--- config.mk ---
export PLATFORM = sky130hd
export DESIGN_NAME = signal_countdown_bar_sequencer
export DESIGN_NICKNAME = d
export VERILOG_FILES = /design/src/hdl/scbs_pkg.sv /design/src/hdl/signal_countdown_bar_sequencer.sv
export SDC_FILE = /design/constraint.sdc
export NUM_CORES = 1
export LEC_CHECK = 0
export BUFFER_PORTS_ARGS = -buffer_cell sky130_fd_sc_hd__buf_2
export CAP_MARGIN = 30
export CORE_MARGIN = 1.5
export CORE_UTILIZATION = 32
export CTS_BUF_LIST = sky130_fd_sc_hd__clkbuf_4 sky130_fd_sc_hd__clkbuf_8 sky130_fd_sc_hd__clkbuf_16
export CTS_CLUSTER_SIZE = 30
export DETAILED_ROUTE_END_ITERATION = 12
export PLACE_DENSITY = 0.48
export SYNTH_ARGS = -nofsm -noshare
export SYNTH_HDL_FRONTEND = slang
export SYNTH_SLANG_ARGS = --single-unit
export TNS_END_PERCENT = 20
--- constraint.sdc ---
create_clock -name clock -period 13 [get_ports clock]
set_input_delay 1.3 -clock clock [delete_from_list [all_inputs] [get_ports clock]]
set_output_delay 1.3 -clock clock [all_outputs]
set_load 0.03 [all_outputs]
--- src/hdl/scbs_pkg.sv ---
// ---------------------------------------------------------------------------
// Signal countdown bar sequencer package
// Widths, register indexes and helper functions shared by the sequencer.
// ---------------------------------------------------------------------------
package scbs_pkg;

   // Bar display geometry
   localparam int BAR_COUNT = 5;
   localparam int BAR_W     = 5;
   localparam int LEVEL_W   = 3;

   // Counter and register widths
   localparam int YELLOW_W  = 6;
   localparam int TICK_W    = 8;
   localparam int UNIT_W    = 8;
   localparam int BOTH_W    = 8;

   // Configuration port
   localparam int CSR_INDEX_W = 3;
   localparam int CSR_DATA_W  = 8;

   // Stream words
   localparam int REQ_DATA_W = 8;
   localparam int RSP_DATA_W = 16;

   // Register reset values
   localparam logic [YELLOW_W-1:0] WINDOW_LOW_RESET     = YELLOW_W'(15);
   localparam logic [YELLOW_W-1:0] WINDOW_HIGH_RESET    = YELLOW_W'(26);
   localparam logic [YELLOW_W-1:0] HOLD_TICKS_RESET     = YELLOW_W'(28);
   localparam logic [TICK_W-1:0]   TICKS_PER_UNIT_RESET = TICK_W'(25);
   localparam logic [UNIT_W-1:0]   RED_UNITS_RESET      = UNIT_W'(30);
   localparam logic [UNIT_W-1:0]   GREEN_UNITS_RESET    = UNIT_W'(18);
   localparam logic [BOTH_W-1:0]   BOTH_ON_RESET        = BOTH_W'(25);

   localparam logic [LEVEL_W-1:0] LEVEL_FULL  = LEVEL_W'(BAR_COUNT);
   localparam logic [LEVEL_W-1:0] RED_FLOOR   = LEVEL_W'(1);
   localparam logic [LEVEL_W-1:0] GREEN_FLOOR = LEVEL_W'(0);

   // Configuration register indexes
   typedef enum logic [CSR_INDEX_W-1:0] {
      CSR_WINDOW_LOW     = 3'd0,
      CSR_WINDOW_HIGH    = 3'd1,
      CSR_HOLD_TICKS     = 3'd2,
      CSR_TICKS_PER_UNIT = 3'd3,
      CSR_RED_UNITS      = 3'd4,
      CSR_GREEN_UNITS    = 3'd5,
      CSR_BOTH_ON_TICKS  = 3'd6
   } csr_index_type;

   // State of one lamp countdown
   typedef struct packed {
      logic [TICK_W-1:0]  ticks;
      logic [UNIT_W-1:0]  units;
      logic [LEVEL_W-1:0] level;
   } countdown_type;

   // One tick of a lamp countdown: ticks into units, units into level steps; an unlit or unarmed lamp restarts at full.
   function automatic countdown_type countdown_step(
      input logic               lit,
      input logic               armed,
      input countdown_type      cur,
      input logic [TICK_W-1:0]  ticks_per_unit,
      input logic [UNIT_W-1:0]  units_per_step,
      input logic [LEVEL_W-1:0] floor_level
   );
      countdown_type nxt;
      nxt = cur;
      if (lit && armed) begin
         nxt.ticks = cur.ticks + TICK_W'(1);
         if (nxt.ticks == ticks_per_unit) begin
            nxt.ticks = '0;
            nxt.units = cur.units + UNIT_W'(1);
            if (nxt.units == units_per_step) begin
               nxt.units = '0;
               nxt.level = (cur.level > LEVEL_W'(1)) ? cur.level - LEVEL_W'(1)
                                                     : floor_level;
            end
         end
      end else begin
         nxt.ticks = '0;
         nxt.units = '0;
         nxt.level = LEVEL_FULL;
      end
      return nxt;
   endfunction

   // Thermometer code: bar i lights when the level is above i.
   function automatic logic [BAR_W-1:0] bar_pattern(input logic [LEVEL_W-1:0] level);
      logic [BAR_W-1:0] pat;
      for (int i = 0; i < BAR_W; i++) begin
         pat[i] = (i < BAR_COUNT) && (level > LEVEL_W'(i));
      end
      return pat;
   endfunction

endpackage

--- src/hdl/signal_countdown_bar_sequencer.sv ---
// ---------------------------------------------------------------------------
// Signal countdown bar sequencer
// Turns sampled traffic lamp levels into green and red countdown bar
// patterns and a yellow hold disc, one result word per tick word.
// ---------------------------------------------------------------------------
// Usage:
//  - req_*: one word per 4 ms tick with the sensed green, red and yellow lamps.
//  - rsp_*: one word per tick word with both bar patterns and the yellow disc.
//  - csr_*: register writes, always ready; write only while the block is idle.
// The result of a tick word is registered and offered on rsp_* from the edge
// that accepts the word. Throughput is one word per cycle while the
// receiver takes each result; the whole tick update is a single pass of
// counter compares and small muxes feeding the state registers, result included.
// The result register doubles as the skid stage: req_tready stays high while
// the result slot is empty or being taken, so a stalled receiver holds the
// pending result and stops input only for as long as it stalls.
// Reset (synchronous, active high) restores the register defaults, clears
// all counters, arms and bars, sets both levels to full and drops rsp_tvalid.
// ---------------------------------------------------------------------------
module signal_countdown_bar_sequencer (
   input  logic                                clock,
   input  logic                                reset,
   // Tick words: [0] green_lamp, [1] red_lamp, [2] yellow_lamp
   input  logic                                req_tvalid,
   output logic                                req_tready,
   input  logic [scbs_pkg::REQ_DATA_W-1:0]     req_tdata,
   // Results: [4:0] green_bar_pattern, [9:5] red_bar_pattern, [10] yellow_disc
   output logic                                rsp_tvalid,
   input  logic                                rsp_tready,
   output logic [scbs_pkg::RSP_DATA_W-1:0]     rsp_tdata,
   // Register writes
   input  logic                                csr_valid,
   output logic                                csr_ready,
   input  logic [scbs_pkg::CSR_INDEX_W-1:0]    csr_index,
   input  logic [scbs_pkg::CSR_DATA_W-1:0]     csr_data
);
   import scbs_pkg::*;

   // Configuration registers
   logic [YELLOW_W-1:0] window_low_ff, window_high_ff, hold_ticks_ff;
   logic [TICK_W-1:0]   ticks_per_unit_ff;
   logic [UNIT_W-1:0]   red_units_ff, green_units_ff;
   logic [BOTH_W-1:0]   both_on_ticks_ff;

   // Tick state and its next value
   logic [YELLOW_W-1:0] yellow_ticks_ff, yellow_ticks_in;
   logic                green_armed_ff, green_armed_in;
   logic                red_armed_ff, red_armed_in;
   countdown_type       red_cd_ff, red_cd_in;
   countdown_type       green_cd_ff, green_cd_in;
   logic [BOTH_W-1:0]   both_on_count_ff, both_on_count_in;
   logic                both_on_flag_ff, both_on_flag_in;
   logic                holding_ff, holding_in;
   logic [BAR_W-1:0]    green_bars_ff, green_bars_in;
   logic [BAR_W-1:0]    red_bars_ff, red_bars_in;
   logic                rsp_valid_ff;

   logic green_lamp, red_lamp, yellow_lamp;
   logic run_rest;
   logic req_accept;

   assign green_lamp  = req_tdata[0];
   assign red_lamp    = req_tdata[1];
   assign yellow_lamp = req_tdata[2];

   // The result slot is free when empty or being emptied this cycle.
   assign req_tready = !rsp_valid_ff || rsp_tready;
   assign req_accept = req_tvalid && req_tready;
   assign csr_ready  = 1'b1;

   // Configuration writes; unknown indexes are ignored.
   always_ff @(posedge clock) begin
      if (reset) begin
         window_low_ff     <= WINDOW_LOW_RESET;
         window_high_ff    <= WINDOW_HIGH_RESET;
         hold_ticks_ff     <= HOLD_TICKS_RESET;
         ticks_per_unit_ff <= TICKS_PER_UNIT_RESET;
         red_units_ff      <= RED_UNITS_RESET;
         green_units_ff    <= GREEN_UNITS_RESET;
         both_on_ticks_ff  <= BOTH_ON_RESET;
      end else if (csr_valid && csr_ready) begin
         case (csr_index)
            CSR_WINDOW_LOW:     window_low_ff     <= csr_data[YELLOW_W-1:0];
            CSR_WINDOW_HIGH:    window_high_ff    <= csr_data[YELLOW_W-1:0];
            CSR_HOLD_TICKS:     hold_ticks_ff     <= csr_data[YELLOW_W-1:0];
            CSR_TICKS_PER_UNIT: ticks_per_unit_ff <= csr_data[TICK_W-1:0];
            CSR_RED_UNITS:      red_units_ff      <= csr_data[UNIT_W-1:0];
            CSR_GREEN_UNITS:    green_units_ff    <= csr_data[UNIT_W-1:0];
            CSR_BOTH_ON_TICKS:  both_on_ticks_ff  <= csr_data[BOTH_W-1:0];
            default: ;
         endcase
      end
   end

   // Tick update: yellow rules, countdowns, both-on rule, then the display.
   always_comb begin
      yellow_ticks_in  = yellow_ticks_ff;
      green_armed_in   = green_armed_ff;
      red_armed_in     = red_armed_ff;
      red_cd_in        = red_cd_ff;
      green_cd_in      = green_cd_ff;
      both_on_count_in = both_on_count_ff;
      both_on_flag_in  = both_on_flag_ff;
      holding_in       = holding_ff;
      green_bars_in    = green_bars_ff;
      red_bars_in      = red_bars_ff;
      run_rest         = 1'b1;

      if (holding_ff) begin
         // Hold lasts while yellow stays lit; the first dark tick runs normally.
         if (yellow_lamp) begin
            run_rest = 1'b0;
         end else begin
            holding_in = 1'b0;
         end
      end else if (yellow_lamp) begin
         if (yellow_ticks_ff != '1) begin
            yellow_ticks_in = yellow_ticks_ff + YELLOW_W'(1);
         end
         if (yellow_ticks_in >= window_low_ff && yellow_ticks_in <= window_high_ff
             && green_lamp) begin
            yellow_ticks_in = '0;
            green_armed_in  = 1'b1;
         end
         if (yellow_ticks_in >= window_low_ff && yellow_ticks_in <= window_high_ff
             && red_lamp) begin
            yellow_ticks_in = '0;
            red_armed_in    = 1'b1;
         end
         // A long yellow enters hold; levels go to full, tick and unit counts keep their values.
         if (yellow_ticks_in >= hold_ticks_ff) begin
            green_bars_in     = '0;
            yellow_ticks_in   = '0;
            green_armed_in    = 1'b0;
            red_armed_in      = 1'b0;
            red_cd_in.level   = LEVEL_FULL;
            green_cd_in.level = LEVEL_FULL;
            both_on_flag_in   = 1'b0;
            holding_in        = 1'b1;
            run_rest          = 1'b0;
         end
      end else begin
         yellow_ticks_in = '0;
      end

      if (run_rest) begin
         red_cd_in   = countdown_step(red_lamp, red_armed_in, red_cd_ff,
                                      ticks_per_unit_ff, red_units_ff, RED_FLOOR);
         green_cd_in = countdown_step(green_lamp, green_armed_in, green_cd_ff,
                                      ticks_per_unit_ff, green_units_ff, GREEN_FLOOR);

         // Both lamps lit long enough blanks the bars until the next hold.
         if (green_lamp && red_lamp) begin
            both_on_count_in = both_on_count_ff + BOTH_W'(1);
            if (both_on_count_in == both_on_ticks_ff) begin
               both_on_count_in = '0;
               both_on_flag_in  = 1'b1;
            end
         end else begin
            both_on_count_in = '0;
         end

         // Green display first, then red against the green result.
         if (green_lamp) begin
            if (both_on_flag_in) begin
               green_bars_in = '0;
            end else if (green_cd_in.level >= LEVEL_FULL) begin
               red_bars_in   = '0;
               green_bars_in = bar_pattern(LEVEL_FULL);
            end else begin
               green_bars_in = bar_pattern(green_cd_in.level);
            end
         end
         if (red_lamp) begin
            if (both_on_flag_in) begin
               red_bars_in = '0;
            end else if (red_cd_in.level >= LEVEL_FULL) begin
               green_bars_in = '0;
               red_bars_in   = bar_pattern(LEVEL_FULL);
            end else begin
               red_bars_in = bar_pattern(red_cd_in.level);
            end
         end
      end
   end

   // State registers; the bars and hold flag also form the result word.
   always_ff @(posedge clock) begin
      if (reset) begin
         yellow_ticks_ff  <= '0;
         green_armed_ff   <= 1'b0;
         red_armed_ff     <= 1'b0;
         red_cd_ff        <= '{ticks: '0, units: '0, level: LEVEL_FULL};
         green_cd_ff      <= '{ticks: '0, units: '0, level: LEVEL_FULL};
         both_on_count_ff <= '0;
         both_on_flag_ff  <= 1'b0;
         holding_ff       <= 1'b0;
         green_bars_ff    <= '0;
         red_bars_ff      <= '0;
      end else if (req_accept) begin
         yellow_ticks_ff  <= yellow_ticks_in;
         green_armed_ff   <= green_armed_in;
         red_armed_ff     <= red_armed_in;
         red_cd_ff        <= red_cd_in;
         green_cd_ff      <= green_cd_in;
         both_on_count_ff <= both_on_count_in;
         both_on_flag_ff  <= both_on_flag_in;
         holding_ff       <= holding_in;
         green_bars_ff    <= green_bars_in;
         red_bars_ff      <= red_bars_in;
      end
   end

   // Result word valid flag.
   always_ff @(posedge clock) begin
      if (reset) begin
         rsp_valid_ff <= 1'b0;
      end else if (req_accept) begin
         rsp_valid_ff <= 1'b1;
      end else if (rsp_tready) begin
         rsp_valid_ff <= 1'b0;
      end
   end

   assign rsp_tvalid = rsp_valid_ff;
   assign rsp_tdata  = {(RSP_DATA_W - 2 * BAR_W - 1)'(0), holding_ff,
                        red_bars_ff, green_bars_ff};

   // Checks on the sequencer's own state.
   a_hold_blanks_green: assert property (@(posedge clock) disable iff (reset)
      holding_ff |-> (green_bars_ff == '0))
      else $error("green bars lit during yellow hold");

   a_hold_clears_yellow: assert property (@(posedge clock) disable iff (reset)
      holding_ff |-> (yellow_ticks_ff == '0 && !green_armed_ff && !red_armed_ff))
      else $error("yellow count or arms left set during hold");

   a_red_level_range: assert property (@(posedge clock) disable iff (reset)
      (red_cd_ff.level != '0) && (red_cd_ff.level <= LEVEL_FULL))
      else $error("red level out of range");

   a_green_level_range: assert property (@(posedge clock) disable iff (reset)
      green_cd_ff.level <= LEVEL_FULL)
      else $error("green level out of range");

   a_state_only_on_accept: assert property (@(posedge clock) disable iff (reset)
      !req_accept |=> $stable(holding_ff) && $stable(green_bars_ff)
                      && $stable(red_bars_ff))
      else $error("state changed without an accepted tick word");

endmodule
; Word-level counts from Yosys, hierarchy flattened
; Index checks and enable logic that the tools add are counted.
[totals]
regBits = 117
output_inout_bits = 19
wordCells = 164
[classes]
addsub = 8
order_cmp = 19
eq_ne = 16
n_mux = 69
n_bitwise = 1
reduce_logical = 29
[ops]
columns = op, n
row1 = $mux W19, 6
row2 = $mux W5, 16
row3 = $mux W6, 11
row4 = $add A8 B1 Y8 const B, 5
row5 = $eq A8 B8 Y1, 5
row6 = $mux W1, 25
row7 = $mux W11, 2
row8 = $mux W3, 7
row9 = $ge A6 B6 Y1, 3
row10 = $gt A3 B1 Y1 const B, 6
row11 = $reduce_and A2 Y1, 9
row12 = $mux W8, 2
row13 = $gt A3 B2 Y1 const B, 4
row14 = $le A6 B6 Y1, 2
row15 = $reduce_bool A2 Y1, 5
row16 = $eq A3 B3 Y1 const B, 3
row17 = $logic_and A1 B1 Y1, 8
row18 = $add A6 B1 Y6 const B, 1
row19 = $eq A3 B2 Y1 const B, 2
row20 = $ge A3 B3 Y1 const B, 2
row21 = $gt A3 B3 Y1 const B, 2
row22 = $ne A3 B2 Y1 const B, 2
row23 = $ne A6 B6 Y1 const B, 1
row24 = $reduce_and A3 Y1, 2
row25 = other kinds (10), 11

; Depth between registers and ports, before layout
; Gate-level depths: netlist of run 1.
[logic_depth]
depth_word = 31
mapped_depth = 32

; Least setup slack after synthesis of run 1
; Ideal clock, no wire load.
[synth_timing]
path_kind = register to register
from = register yellow_ticks_ff[0]
to = register green_bars_ff[4]
setup_ns = 0.088
t_arrival_ns = 6.307
required_time_ns = 12.912
path_slack_ns = 6.605
path_stages_with_launch = 30
path_cell_list = dfxtp_1 ha_1 and2_1 nand4_1 xor2_1 inv_1 ha_1 nand2b_1 a21oi_1 o31a_2 nor2_1 nor2_1 ha_1 nor2b_1 o21a_1 o21ai_0 a21oi_1 mux2_4 o31ai_1 nand2b_1 ha_1 nand2b_1 a21o_1 a21oi_1 o22a_1 nand2_1 o41a_1 o31a_2 or3_1 o32ai_2
[synth_via]
elab_chain_cells = 31
word_cells_on_any_way = 56
cone_classes = 1 x add/sub / 8 x order compare / 1 x eq/ne / 40 x mux / 6 x reduce/logical
[synth_lines]
columns = item, line
row1 = from (decl), signal_countdown_bar_sequencer.sv:46  ; logic [YELLOW_W-1:0] yellow_ticks_ff, yellow_ticks_in;
row2 = from (signal assigned), signal_countdown_bar_sequencer.sv:201  ; yellow_ticks_ff <= yellow_ticks_in;
row3 = $add A6 B1 Y6 or $ne A6 B6 Y1 (tied branches), "signal_countdown_bar_sequencer.sv:118, signal_countdown_bar_sequencer.sv:117"
row4 = $mux W6 (*), signal_countdown_bar_sequencer.sv:117  ; if (yellow_ticks_ff != '1) begin
row5 = $mux W6 (*), signal_countdown_bar_sequencer.sv:116  ; end else if (yellow_lamp) begin
row6 = $mux W6 (*), signal_countdown_bar_sequencer.sv:109  ; if (holding_ff) begin
row7 = $ge A6 B6 Y1 or $le A6 B6 Y1 (tied branches), signal_countdown_bar_sequencer.sv:120  ; if (yellow_ticks_in >= window_low_ff && yellow_ticks_in <= window_high_ff
row8 = $logic_and A1 B1 Y1, signal_countdown_bar_sequencer.sv:120
row9 = $logic_and A1 B1 Y1, signal_countdown_bar_sequencer.sv:121  ; && green_lamp) begin
row10 = $mux W6, signal_countdown_bar_sequencer.sv:120
row11 = [15 not listed], -
row12 = $gt A3 B3 Y1 or $ge A3 B3 Y1 (tied branches), "scbs_pkg.sv:91, signal_countdown_bar_sequencer.sv:167"
row13 = $mux W5, signal_countdown_bar_sequencer.sv:167  ; end else if (green_cd_in.level >= LEVEL_FULL) begin
row14 = $mux W5, signal_countdown_bar_sequencer.sv:165  ; if (both_on_flag_in) begin
row15 = $mux W5, signal_countdown_bar_sequencer.sv:164  ; if (green_lamp) begin
row16 = $mux W5, signal_countdown_bar_sequencer.sv:177  ; end else if (red_cd_in.level >= LEVEL_FULL) begin
row17 = $mux W5, signal_countdown_bar_sequencer.sv:175  ; if (both_on_flag_in) begin
row18 = $mux W5, signal_countdown_bar_sequencer.sv:174  ; if (red_lamp) begin
row19 = $mux W5 (*), signal_countdown_bar_sequencer.sv:146  ; if (run_rest) begin
row20 = to (signal assigned), signal_countdown_bar_sequencer.sv:209  ; green_bars_ff <= green_bars_in;
row21 = to (decl), signal_countdown_bar_sequencer.sv:54  ; logic [BAR_W-1:0] green_bars_ff, green_bars_in;
; Every way passes the cells marked *; elsewhere a longest branch is shown, timed or not. The select of a mux whose other input is x is not followed.
; A chain may end at the register's enable or synchronous reset.

; Final worst setup path of run 1
[layout_timing]
from = register yellow_ticks_ff[0]
to = register green_cd_ff[10] (netlist name)
[layout_via]
elab_chain_cells = 23
word_cells_on_any_way = 32
cone_classes = 1 x add/sub / 5 x order compare / 2 x eq/ne / 18 x mux / 6 x reduce/logical
[layout_lines]
columns = item, line
row1 = $add A6 B1 Y6 or $ne A6 B6 Y1 (tied branches), "signal_countdown_bar_sequencer.sv:118, signal_countdown_bar_sequencer.sv:117"
row2 = $mux W6 (*), signal_countdown_bar_sequencer.sv:117
row3 = $mux W6 (*), signal_countdown_bar_sequencer.sv:116
row4 = $mux W6 (*), signal_countdown_bar_sequencer.sv:109
row5 = $ge A6 B6 Y1 or $le A6 B6 Y1 (tied branches), signal_countdown_bar_sequencer.sv:120
row6 = $logic_and A1 B1 Y1, signal_countdown_bar_sequencer.sv:120
row7 = $logic_and A1 B1 Y1, signal_countdown_bar_sequencer.sv:121
row8 = $mux W6, signal_countdown_bar_sequencer.sv:120
row9 = [7 not listed], -
row10 = $mux W6, signal_countdown_bar_sequencer.sv:109
row11 = $ge A6 B6 Y1, signal_countdown_bar_sequencer.sv:131  ; if (yellow_ticks_in >= hold_ticks_ff) begin
row12 = $mux W1, signal_countdown_bar_sequencer.sv:131
row13 = $mux W1, signal_countdown_bar_sequencer.sv:116
row14 = $mux W1, signal_countdown_bar_sequencer.sv:109
row15 = $logic_and A1 B1 Y1, scbs_pkg.sv:68  ; if (lit && armed) begin
row16 = $ne A3 B2 Y1 (no line) or $mux W19 (tied branches), -
row17 = $reduce_and A3 Y1 (no line) or $mux W19 (tied branches), -
row18 = to (signal assigned), signal_countdown_bar_sequencer.sv:194  ; green_cd_ff <= '{ticks: '0, units: '0, level: LEVEL_FULL};
row19 = to (signal assigned), signal_countdown_bar_sequencer.sv:205  ; green_cd_ff <= green_cd_in;
row20 = to (decl), signal_countdown_bar_sequencer.sv:50  ; countdown_type green_cd_ff, green_cd_in;
; Marked as above.

==> results by group, run 1 <==
Status
  • Run status: completed

Power and ir drop
  • Switch share: 0.271
  • Net switching component of the power: 237 µW
  • Static leakage: 0.00333 µW
  • Internal power: 639 µW
  • Combinational share of power: 0.085
  • Clock group share of total power: 0.491
  • Sequential power share: 0.425
  • Max rail drop VDD: 0.0000858 V
  • Power density cells: 108 nW/µm²

Logic synthesis
  • Post-Synthesis Cell Area: 7200 µm²
  • Post-synth ARST share: 0
  • Mean Syn Cell Area: 8.00 µm²
  • Count of synthesis-stage warnings from yosys: 0
  • Most used flip-flop cell after synthesis: sky130_fd_sc_hd__dfxtp_1
  • EDFF count, synth: 0
  • Post-synthesis cell type count: 88
  • Share of the yosys chip area belonging to registers: 0.325
  • Number of cells produced by synthesis: 900
  • Post-synthesis register bit count: 117

Route
  • Final ANT Viol Nets: 0
  • Vias per cell: 5.10
  • Wirelength per Cell: 15.7 µm
  • First-pass iteration count of the detailed router: 6
  • Initial DRC Count: 325
  • # DRC: 0
  • Count of vias placed by the detailed router: 6186
  • Total detailed-routing wirelength: 19100 µm

STA
  • Fin. Hold Viols: 0
  • Final Slew Violations: 0
  • Post-Route Setup TNS: 0 ns
  • RSZ-0062 raised after global routing: false
  • Post-route fraction of the period consumed by the critical path: 0.607
  • Post-Route Skew: 0.0110 ns
  • Relative slew slack: 0.479
  • Final setup viols: 0
  • Worst hold-check slack: 0.448 ns
  • Transition time at the pin with the least slew margin: 0.780 ns
  • Worst-case setup margin in the final layout: 5.11 ns
  • Max frequency: 127 MHz
  • Shortest clock period the worst path allows after layout: 7.89 ns

Placed design
  • Post-placement cell area: 7580 µm²
  • Number of port buffers: 31
  • Global placer's final weighted congestion: 0.796
  • Half-perimeter wire length of the detailed placement result: 14000 µm
  • Minimum setup slack after placement: 5.16 ns

Clocking
  • Total setup buffers inserted after CTS: 0
  • Number of levels in the clock H-tree: 4
  • Post-CTS clock slew at the launch and capture registers of the worst setup and hold paths: 0.06 ns
  • Number of buffers on the longest clock path: 2
  • Later-pin clock latency in the skew report: 0.42 ns
  • Clock buffer count from CTS: 17
  • Number of cells upsized or downsized after cts: 0
  • Number of hold-repair buffers added at the cts stage: 0
  • Master cell of the clock root buffer: sky130_fd_sc_hd__clkbuf_16
  • TritonCTS clock tree: built
  • CTS sink cnt: 117

Cells and area
  • Share of final-layout standard cells stronger than drive strength 1: 0.108
  • Post-Layout Inst Area: 8130 µm²
  • Final #Nets: 982
  • Util after Layout: 0.370
  • Inserted Diodes: 0
  • Most frequent standard cell in the layout excluding fill and tap cells: sky130_fd_sc_hd__nand2_1
  • Commonest cells after routing, fill and taps aside: sky130_fd_sc_hd__nand2_1, sky130_fd_sc_hd__dfxtp_1, sky130_fd_sc_hd__nor2_1
  • Fillcell total: 2264
  • Area delta synth->final: 12.8%

Global route
  • Number of global-route vias before repair: 5858
  • Maximum number of pins on one net before global-route repair: 38
  • Number of antenna violations at the first check in global routing: 0
  • Global-route wire length before repair: 31400 µm
  • Final global-route overflow total: 0
  • All-Layer GR Usage: 0.170

Worst setup path
  • End of the critical path: green_cd_ff[10]
  • Flop2flop setup slack: 5.11 ns
  • Maximum fanout encountered on the critical timing path: 13
  • Startpoint of the most critical register-to-register path: yellow_ticks_ff[0]
  • Worst reg2reg path endpoint: green_cd_ff[10]
  • Slowest CP cell: sky130_fd_sc_hd__or4b_2
  • Worst path most repeated cell: sky130_fd_sc_hd__ha_1
  • Delay of the slowest cell on the worst path: 0.62 ns
  • Category of the worst setup path launch point: flip-flop
  • Class of the most critical setup path: flip-flop to flip-flop
  • R2R depth: 29
  • Crit path DAT: 8.24 ns
  • Launching instance or port of the critical path: yellow_ticks_ff[0]
  • Endpoint required time on the critical path: 13.35 ns
  • Sort of element at the end of the critical path: flip-flop

Floorplan
  • Chip height: 153 µm
  • Number of core rows: 54
  • Top-Level Pins: 43
  • Initial standard-cell utilization of the core: 0.328
  • Width of the die: 153 µm
  • DIE AREA: 23400 µm²
  • Floorplan core area: 22000 µm²

Worst hold path
  • Kind of path behind the tightest hold check: flip-flop to flip-flop

Run
  • Number of max-cap violations: 0
-- registers in the layout, summed over array words and instances (netlist names), 5 cells and up --
name	flops
both_on_count_ff	8
both_on_ticks_ff	8
green_bars_ff	5
green_cd_ff	19
green_units_ff	8
hold_ticks_ff	6
red_bars_ff	5
red_cd_ff	19
red_units_ff	8
ticks_per_unit_ff	8
window_high_ff	6
window_low_ff	6
yellow_ticks_ff	6
-- worst min-delay path by stage --
stage                            startpoint           endpoint  slack, ns  depth (start not counted)
after floorplan                red_armed_ff       red_armed_ff       0.43                          2
after global placement         red_armed_ff       red_armed_ff       0.44                          2
after detailed placement       red_armed_ff       red_armed_ff       0.45                          2
after CTS                      red_armed_ff       red_armed_ff       0.46                          2
after global routing      green_units_ff[0]  green_units_ff[0]       0.48                          2
final                      green_bars_ff[3]   green_bars_ff[3]       0.45                          2
-- metal layers --
| metal | vias to the layer above | GRT usage | routed length [µm] |
|---|---|---|---|
| met4 | 0 | 0.0532 | 186 |
| met2 | 70 | 0.287 | 9170 |
| li1 | 3234 | - | - |
| met5 | - | 0 | 0 |
| met1 | 2866 | 0.222 | 9270 |
| met3 | 16 | 0.0244 | 430 |
-- power by group through the flow --
stage,sequential [µW],clock [µW],combinational [µW]
after detailed placement,380,0,74.9
final,372,430,74.1
after global routing,373,459,82.8
after global placement,380,0,74.9
after floorplan,383,0,47.6
after CTS,372,441,75.2
-- area by class of cell --
type	instances	area, µm²	area share
flip-flops and latches	117	2340	0.288
repair buffers	37	200	0.0246
clock buffers	18	439	0.0540
inverters	43	161	0.0199
well taps	280	350	0.0431
clock inverters	14	106	0.0131
multi-input cells	705	4530	0.557
-- cells in the mapped netlist, types with 7 or more instances --
cell type	number	area share
sky130_fd_sc_hd__nand2_1	134	0.070
sky130_fd_sc_hd__dfxtp_1	117	0.33
sky130_fd_sc_hd__nor2_1	79	0.041
sky130_fd_sc_hd__a21oi_1	57	0.040
sky130_fd_sc_hd__nand3_1	44	0.031
sky130_fd_sc_hd__inv_1	42	0.022
sky130_fd_sc_hd__ha_1	37	0.064
sky130_fd_sc_hd__o21ai_0	35	0.024
sky130_fd_sc_hd__xnor2_1	30	0.036
sky130_fd_sc_hd__mux2i_1	28	0.039
sky130_fd_sc_hd__clkbuf_1	24	0.013
sky130_fd_sc_hd__xor2_1	23	0.028
sky130_fd_sc_hd__nor3_1	18	0.013
sky130_fd_sc_hd__nand2b_1	14	0.012
sky130_fd_sc_hd__nor2b_1	13	0.011
sky130_fd_sc_hd__and3_1	12	0.010
sky130_fd_sc_hd__a21o_1	10	0.010
sky130_fd_sc_hd__a22oi_1	9	0.0094
sky130_fd_sc_hd__nand4_1	9	0.0078
sky130_fd_sc_hd__o211ai_1	9	0.0094
sky130_fd_sc_hd__a31oi_1	7	0.0061
sky130_fd_sc_hd__and2_1	7	0.0061
sky130_fd_sc_hd__buf_4	7	0.0073
sky130_fd_sc_hd__or3_1	7	0.0061
-- worst max-delay path: cells and delay by family (launching register included) --
family | cells | cell delay (ns)
compound gates | 9 | 2.08
mux | 1 | 0.41
simple gates | 13 | 3.55
fa+ha+maj | 4 | 1.04
flops | 1 | 0.41
buf+inv | 2 | 0.29
-- stage by stage --
step / power (µW) / std cells
floorplan: 430 / 904
global placement: 455 / 1182
detailed placement: 455 / 1182
CTS: 889 / 1214
global route: 915 / 1214
finish: 876 / 1214
-- cell families (layout without fill, tap and decap cells) --
logic type / Yosys count / after routing / share of synthesized area
buffers and inverters: 82 / 112 / 0.0483
xor gates and xnor gates: 54 / 54 / 0.0667
adders and majority gates: 37 / 37 / 0.0643
muxes: 31 / 31 / 0.0441
DFF: 117 / 117 / 0.325
AOI/OAI and AO/OA: 195 / 195 / 0.187
other: 2 / 6 / 0.00104
and+or+nand+nor: 382 / 382 / 0.263
No activity file was read; power rests on OpenSTA's default activity.
==> inputs of run 2 (changes only) <==
--- a/config.mk
+++ b/config.mk
@@ -12,7 +12,7 @@
 export CTS_BUF_LIST = sky130_fd_sc_hd__clkbuf_4 sky130_fd_sc_hd__clkbuf_8 sky130_fd_sc_hd__clkbuf_16
 export CTS_CLUSTER_SIZE = 30
 export DETAILED_ROUTE_END_ITERATION = 12
-export PLACE_DENSITY = 0.48
+export PLACE_DENSITY = 0.5
 export SYNTH_ARGS = -nofsm -noshare
 export SYNTH_HDL_FRONTEND = slang
 export SYNTH_SLANG_ARGS = --single-unit
==> constraint.sdc (replaced) <==
create_clock -name clock -period 7 [get_ports clock]
set_input_delay 0.7 -clock clock [delete_from_list [all_inputs] [get_ports clock]]
set_output_delay 0.7 -clock clock [all_outputs]
set_load 0.03 [all_outputs]
==> run 2 against run 1 <==
  * Sequential share of layout area down 1.0 points
  * Highest routed layer unchanged
  * Largest cell class unchanged
  * Via count up 2.8%
  * Non-clock buffer count increased by 23
==> results by group, run 2 (synthesized netlist as in run 1, its figures left out) <==
Status
  • Run status: completed

Global route
  • Fraction of met1 tracks used by global routing: 0.223
  • GRT busiest layer: met2
  • Number of antenna violations at the first check in global routing: 0
  • Number of global-route vias before repair: 6043
  • Maximum number of pins on one net before global-route repair: 38
  • All-Layer GR Usage: 0.172
  • Final global-route overflow total: 0
  • Global-route wire length before repair: 32200 µm
  • Global-route met3 utilization: 0.0349
  • Met2 Use GR: 0.294

Placed design
  • Half-perimeter wire length of the detailed placement result: 14000 µm
  • Post-placement cell area: 7710 µm²
  • Global placer's final weighted congestion: 0.803
  • Minimum setup slack after placement: 0.183 ns
  • Number of port buffers: 31

Route
  • Total detailed-routing wirelength: 19400 µm
  • Wirelength per Cell: 15.7 µm
  • # DRC: 0
  • Count of vias placed by the detailed router: 6359
  • First-pass iteration count of the detailed router: 7
  • Initial DRC Count: 320
  • Vias per cell: 5.14
  • Final ANT Viol Nets: 0

Clocking
  • Number of hold-repair buffers added at the cts stage: 0
  • CTS sink cnt: 117
  • Post-CTS clock slew at the launch and capture registers of the worst setup and hold paths: 0.05 ns
  • TritonCTS clock tree: built
  • Later-pin clock latency in the skew report: 0.42 ns
  • Number of levels in the clock H-tree: 4
  • Number of buffers on the longest clock path: 2
  • Clock buffer count from CTS: 17
  • Master cell of the clock root buffer: sky130_fd_sc_hd__clkbuf_16

Worst setup path
  • Delay of the slowest cell on the worst path: 0.52 ns
  • Crit path DAT: 6.99 ns
  • Endpoint required time on the critical path: 7.35 ns
  • Worst path most repeated cell: sky130_fd_sc_hd__nand2b_1
  • Flop2flop setup slack: 0.36 ns
  • Category of the worst setup path launch point: flip-flop
  • Maximum fanout encountered on the critical timing path: 6
  • Slowest CP cell: sky130_fd_sc_hd__o41a_1
  • R2R depth: 30
  • Class of the most critical setup path: flip-flop to flip-flop
  • Sort of element at the end of the critical path: flip-flop

Cells and area
  • Area delta synth->final: 16.9%
  • Commonest cells after routing, fill and taps aside: sky130_fd_sc_hd__nand2_1, sky130_fd_sc_hd__dfxtp_1, sky130_fd_sc_hd__nor2_1
  • Fillcell total: 2268
  • Most frequent standard cell in the layout excluding fill and tap cells: sky130_fd_sc_hd__nand2_1
  • Util after Layout: 0.384
  • Area of the multi-input gates: 4570 µm²
  • Largest registers: green_cd_ff: 19 flops, red_cd_ff: 19 flops
  • Post-Layout Inst Area: 8420 µm²
  • Final #Nets: 1005
  • Inserted Diodes: 0
  • Share of final-layout standard cells stronger than drive strength 1: 0.138
  • Register cell area after layout: 2340 µm²

Power and ir drop
  • Max rail drop VDD: 0.000149 V
  • Power density cells: 210 nW/µm²
  • Sum of internal, switching and leakage power: 1770 µW
  • Static leakage: 0.00350 µW

Floorplan
  • Top-Level Pins: 43
  • Initial standard-cell utilization of the core: 0.328
  • Width of the die: 153 µm
  • Number of core rows: 54
  • Chip height: 153 µm
  • DIE AREA: 23400 µm²
  • Floorplan core area: 22000 µm²

Run
  • Number of max-cap violations: 0

STA
  • Worst-case setup margin in the final layout: 0.359 ns
  • Worst hold-check slack: 0.448 ns
  • Post-route fraction of the period consumed by the critical path: 0.949
  • Final setup viols: 0
  • Final Slew Violations: 0
  • Transition time at the pin with the least slew margin: 0.761 ns
  • Shortest clock period the worst path allows after layout: 6.64 ns
  • Max frequency: 151 MHz
  • Post-Route Skew: 0.00872 ns
  • Relative slew slack: 0.492
  • Fin. Hold Viols: 0

Worst hold path
  • Kind of path behind the tightest hold check: flip-flop to flip-flop
  • Count of cells along the worst hold path: 2
==> run 2: cell count changes in the layout (fill, tap and decap cells not counted), moves of 3 or more <==
cell	delta
sky130_fd_sc_hd__clkinvlp_4	-5
sky130_fd_sc_hd__buf_4	+22
sky130_fd_sc_hd__clkbuf_4	+3
sky130_fd_sc_hd__clkinv_4	-3
sky130_fd_sc_hd__bufinv_16	+4
==> run 2: final cells by class <==
class | count | area share
Tap cell | 280 | 0.0416
Clock inverter | 10 | 0.0184
Sequential cell | 117 | 0.278
Inverter | 43 | 0.0192
Clock buffer | 21 | 0.0548
Timing Repair Buffer | 60 | 0.0447
Multi-Input combinational cell | 705 | 0.543
==> run 2: layer usage <==
layer / wire, µm / vias to the layer above / share of wire
li1: - / 3275 / -
met1: 9370 / 2974 / 0.48
met2: 9250 / 99 / 0.48
met3: 632 / 11 / 0.033
met4: 148 / 0 / 0.0076
met5: 0 / - / 0
==> run 2: timing repair <==
| item | 4_1_cts | 5_1_grt |
|---|---|---|
| setup endpoints to repair | 0 | 52 |
| resized for setup | 0 | 12 |
| setup buffers | 0 | 6 |
==> run 2: worst paths after layout <==
path / to / from
max: red_cd_ff[15] / yellow_ticks_ff[1]
min: green_bars_ff[3] / green_bars_ff[3]
min reg2reg: green_bars_ff[3] / green_bars_ff[3]
max reg2reg: red_cd_ff[15] / yellow_ticks_ff[1]
==> run 2: per-stage QoR <==
stage,std cells,TNS (ns)
6_report,1236,0
5_1_grt,1236,-0.00418
3_5_place_dp,1199,0
3_3_place_gp,1198,0
4_1_cts,1230,0
2_1_floorplan,904,0
==> run 2: where the power goes <==
part	internal, µW	switching (µW)
Sequential	680	10.6
Clock	612	317
Combinational	50.8	96.2
==> run 2: critical path: cells and delay by family, from the launching register on <==
| family | cells | cell delay (ns) |
|---|---|---|
| adders and majority gates | 4 | 1.02 |
| xor gates and xnor gates | 1 | 0.29 |
| and+or+nand+nor | 13 | 2.49 |
| buffers and inverters | 2 | 0.21 |
| DFF | 1 | 0.38 |
| AOI/OAI and AO/OA | 10 | 2.17 |
==> inputs of run 3 (changes only) <==
--- a/config.mk
+++ b/config.mk
@@ -5,6 +5,7 @@
 export SDC_FILE = /design/constraint.sdc
 export NUM_CORES = 1
 export LEC_CHECK = 0
+export ABC_AREA = 1
 export BUFFER_PORTS_ARGS = -buffer_cell sky130_fd_sc_hd__buf_2
 export CAP_MARGIN = 30
 export CORE_MARGIN = 1.5
==> run 3 against run 2 <==
  * Clock-buffer cell count increased by 2
  * Via count shrank 0.57%
  * Synthesized cell count rose by 14%
  * Sequential share of layout area grew 1.2 points
  * Register-to-register slack gained 0.42 ns
  * Routed wire length is 5.7% lower
  * Clock power is 1% higher
  * Worst setup slack improved by 0.42 ns
  * Critical endpoint is now green_cd_ff[6]
  * Critical path depth grew 13
  * Sequential cell count unchanged
  * Clock skew fell by 0.0019 ns
  * First-iteration DRC count stayed put
==> results by group, run 3 <==
Route
  • # DRC: 0
  • Count of vias placed by the detailed router: 6323
  • Vias per cell: 4.67
  • Final ANT Viol Nets: 0
  • First-pass iteration count of the detailed router: 5
  • Wirelength per Cell: 13.5 µm
  • Initial DRC Count: 320
  • Total detailed-routing wirelength: 18300 µm

Logic synthesis
  • Count of synthesis-stage warnings from yosys: 0
  • Share of the yosys chip area belonging to registers: 0.336
  • Cell type with the largest total area after synthesis: sky130_fd_sc_hd__dfxtp_1
  • EDFF count, synth: 0
  • Number of cells produced by synthesis: 1027
  • Post-synthesis cell type count: 45
  • Biggest area contributors in the synthesized netlist: sky130_fd_sc_hd__dfxtp_1, sky130_fd_sc_hd__nand2_1, sky130_fd_sc_hd__inv_1
  • Post-Synthesis Cell Area: 6970 µm²
  • Post-synthesis register bit count: 117
  • Most used flip-flop cell after synthesis: sky130_fd_sc_hd__dfxtp_1
  • Post-synth ARST share: 0
  • Dominant cell by count in the synthesized netlist: sky130_fd_sc_hd__nand2_1
  • Post-synth top cells: sky130_fd_sc_hd__nand2_1, sky130_fd_sc_hd__inv_1, sky130_fd_sc_hd__dfxtp_1
  • Mean Syn Cell Area: 6.79 µm²
  • Post-synth top area share: 0.336

Worst setup path
  • Slowest CP cell: sky130_fd_sc_hd__nor4_4
  • Maximum fanout encountered on the critical timing path: 12
  • Worst path most repeated cell: sky130_fd_sc_hd__nand2_1
  • Sort of element at the end of the critical path: flip-flop
  • Endpoint required time on the critical path: 7.34 ns
  • Category of the worst setup path launch point: flip-flop
  • Delay of the slowest cell on the worst path: 0.55 ns
  • Class of the most critical setup path: flip-flop to flip-flop
  • Crit path DAT: 6.56 ns

Cells and area
  • Inserted Diodes: 0
  • Fillcell total: 2314
  • Register cell area after layout: 2340 µm²
  • Number of standard cells in the final layout excluding fillers: 1354
  • Largest registers: green_cd_ff: 19 flops, red_cd_ff: 19 flops
  • Commonest cells after routing, fill and taps aside: sky130_fd_sc_hd__nand2_1, sky130_fd_sc_hd__inv_1, sky130_fd_sc_hd__dfxtp_1
  • Share of final-layout standard cells stronger than drive strength 1: 0.116
  • Final #Nets: 1127
  • Area delta synth->final: 15.7%
  • Area of the multi-input gates: 3970 µm²
  • Post-Layout Inst Area: 8060 µm²
  • Most frequent standard cell in the layout excluding fill and tap cells: sky130_fd_sc_hd__nand2_1

Clocking
  • Total setup buffers inserted after CTS: 0
  • Number of levels in the clock H-tree: 4
  • Master cell of the clock root buffer: sky130_fd_sc_hd__clkbuf_16
  • TritonCTS clock tree: built
  • Post-CTS clock slew at the launch and capture registers of the worst setup and hold paths: 0.06 ns
  • Later-pin clock latency in the skew report: 0.42 ns
  • Number of buffers on the longest clock path: 2
  • Clock buffer count from CTS: 17
  • CTS sink cnt: 117

STA
  • Shortest clock period the worst path allows after layout: 6.22 ns
  • Relative slew slack: 0.432
  • Post-Route Setup TNS: 0 ns
  • Transition time at the pin with the least slew margin: 0.852 ns
  • Worst-case setup margin in the final layout: 0.782 ns
  • Final Slew Violations: 0
  • Post-route fraction of the period consumed by the critical path: 0.888
  • Fin. Hold Viols: 0
  • RSZ-0062 raised after global routing: false
  • Post-Route Skew: 0.00680 ns
  • Max frequency: 161 MHz
  • Final setup viols: 0

Global route
  • Number of antenna violations at the first check in global routing: 0
  • All-Layer GR Usage: 0.174
  • Global-route wire length before repair: 30300 µm
  • Number of global-route vias before repair: 6006
  • Final global-route overflow total: 0
  • Maximum number of pins on one net before global-route repair: 56

Placed design
  • Half-perimeter wire length of the detailed placement result: 13500 µm
  • Minimum setup slack after placement: 0.572 ns
  • Number of port buffers: 31
  • Post-placement cell area: 7430 µm²
  • Number of cells after detailed placement: 1322
  • Global placer's final weighted congestion: 0.790

Power and ir drop
  • Sum of internal, switching and leakage power: 1810 µW
  • Static leakage: 0.00362 µW
  • Max rail drop VDD: 0.000115 V
  • Power density cells: 225 nW/µm²

Floorplan
  • Width of the die: 151 µm
  • Chip height: 151 µm
  • Number of core rows: 53
  • Initial standard-cell utilization of the core: 0.328
  • Floorplan core area: 21200 µm²
  • Top-Level Pins: 43
  • DIE AREA: 22700 µm²

Status
  • Run status: completed

Run
  • Number of max-cap violations: 0

Worst hold path
  • Kind of path behind the tightest hold check: flip-flop to flip-flop
## run 3: changes by cell type after synthesis, moves of 10 or more
| cell | previous run | this run |
|---|---|---|
| sky130_fd_sc_hd__and3_1 | 12 | 2 |
| sky130_fd_sc_hd__nand3_1 | 44 | 61 |
| sky130_fd_sc_hd__xnor2_1 | 30 | 16 |
| sky130_fd_sc_hd__nand2b_1 | 14 | 0 |
| sky130_fd_sc_hd__nand4_1 | 9 | 20 |
| sky130_fd_sc_hd__o22ai_1 | 3 | 13 |
| sky130_fd_sc_hd__nand2_1 | 134 | 265 |
| sky130_fd_sc_hd__mux2i_1 | 28 | 0 |
| sky130_fd_sc_hd__nor2b_1 | 13 | 0 |
| sky130_fd_sc_hd__o21ai_0 | 35 | 54 |
| sky130_fd_sc_hd__nor2_1 | 79 | 92 |
| sky130_fd_sc_hd__inv_1 | 42 | 142 |
## run 3: critical path: cells and delay by family (launching register included)
family / cells / cell delay (ns)
simple gates: 23 / 2.80
fa+ha+maj: 4 / 1.15
compound gates: 7 / 1.09
buf+inv: 9 / 0.73
flops: 1 / 0.34
## run 3: path summary, 6_finish.rpt
kind | slack, ns | from | depth (start not counted) | end
worst min register to register | 0.46 | hold_ticks_ff[1] | 2 | hold_ticks_ff[1]
worst max-delay path | 0.78 | yellow_ticks_ff[0] | 43 | green_cd_ff[6]
worst min-delay path | 0.46 | hold_ticks_ff[1] | 2 | hold_ticks_ff[1]
worst max register to register | 0.78 | yellow_ticks_ff[0] | 43 | green_cd_ff[6]
## run 3: logic make-up (layout without fill, tap and decap cells)
group           Yosys count  in the layout  share of synthesized area
xor+xnor                 31             31                     0.0409
flops                   117            117                      0.336
fa+ha+maj                37             37                     0.0664
simple gates            495            495                      0.318
buf+inv                 174            222                     0.0975
other cells               2              6                    0.00108
compound gates          171            171                      0.139
## run 3: cell type report
type                    count  share of cell area
clock buffers              23              0.0599
clock inverters             9              0.0186
inverters                 152              0.0708
multi-input cells         740               0.492
flip-flops and latches    117               0.291
well taps                 275              0.0427
repair buffers             38              0.0258
## run 3: repair_timing
action / 4_1_cts / 5_1_grt
resized for setup: 0 / 1
setup endpoints to repair: 0 / 7
hold buffers: 0 / 0
## run 3: routing by layer
metal  wire length (µm)  part of all wire  vias to the layer above  global-route usage
met2               8610              0.47                       79               0.293
met1               8870              0.48                     2829               0.221
met5                  0                 0                        -                   0
met4                206             0.011                        0              0.0505
li1                   -                 -                     3402                   -
met3                613             0.033                       13              0.0409
## run 3: stage by stage
stage               utilization  hold WS, ns
finish                    0.380        0.461
floorplan                     -        0.435
global route              0.380        0.495
global placement          0.350        0.455
CTS                       0.380        0.468
detailed placement        0.350        0.460
## run 3: report_power, final
group	leakage (µW)	total [µW]	switching, µW	internal, µW
logic	0.00236	170	117	52.7
clock network	0.000311	939	312	628
registers	0.000951	704	16.3	687
total	0.00362	1810	445	1370
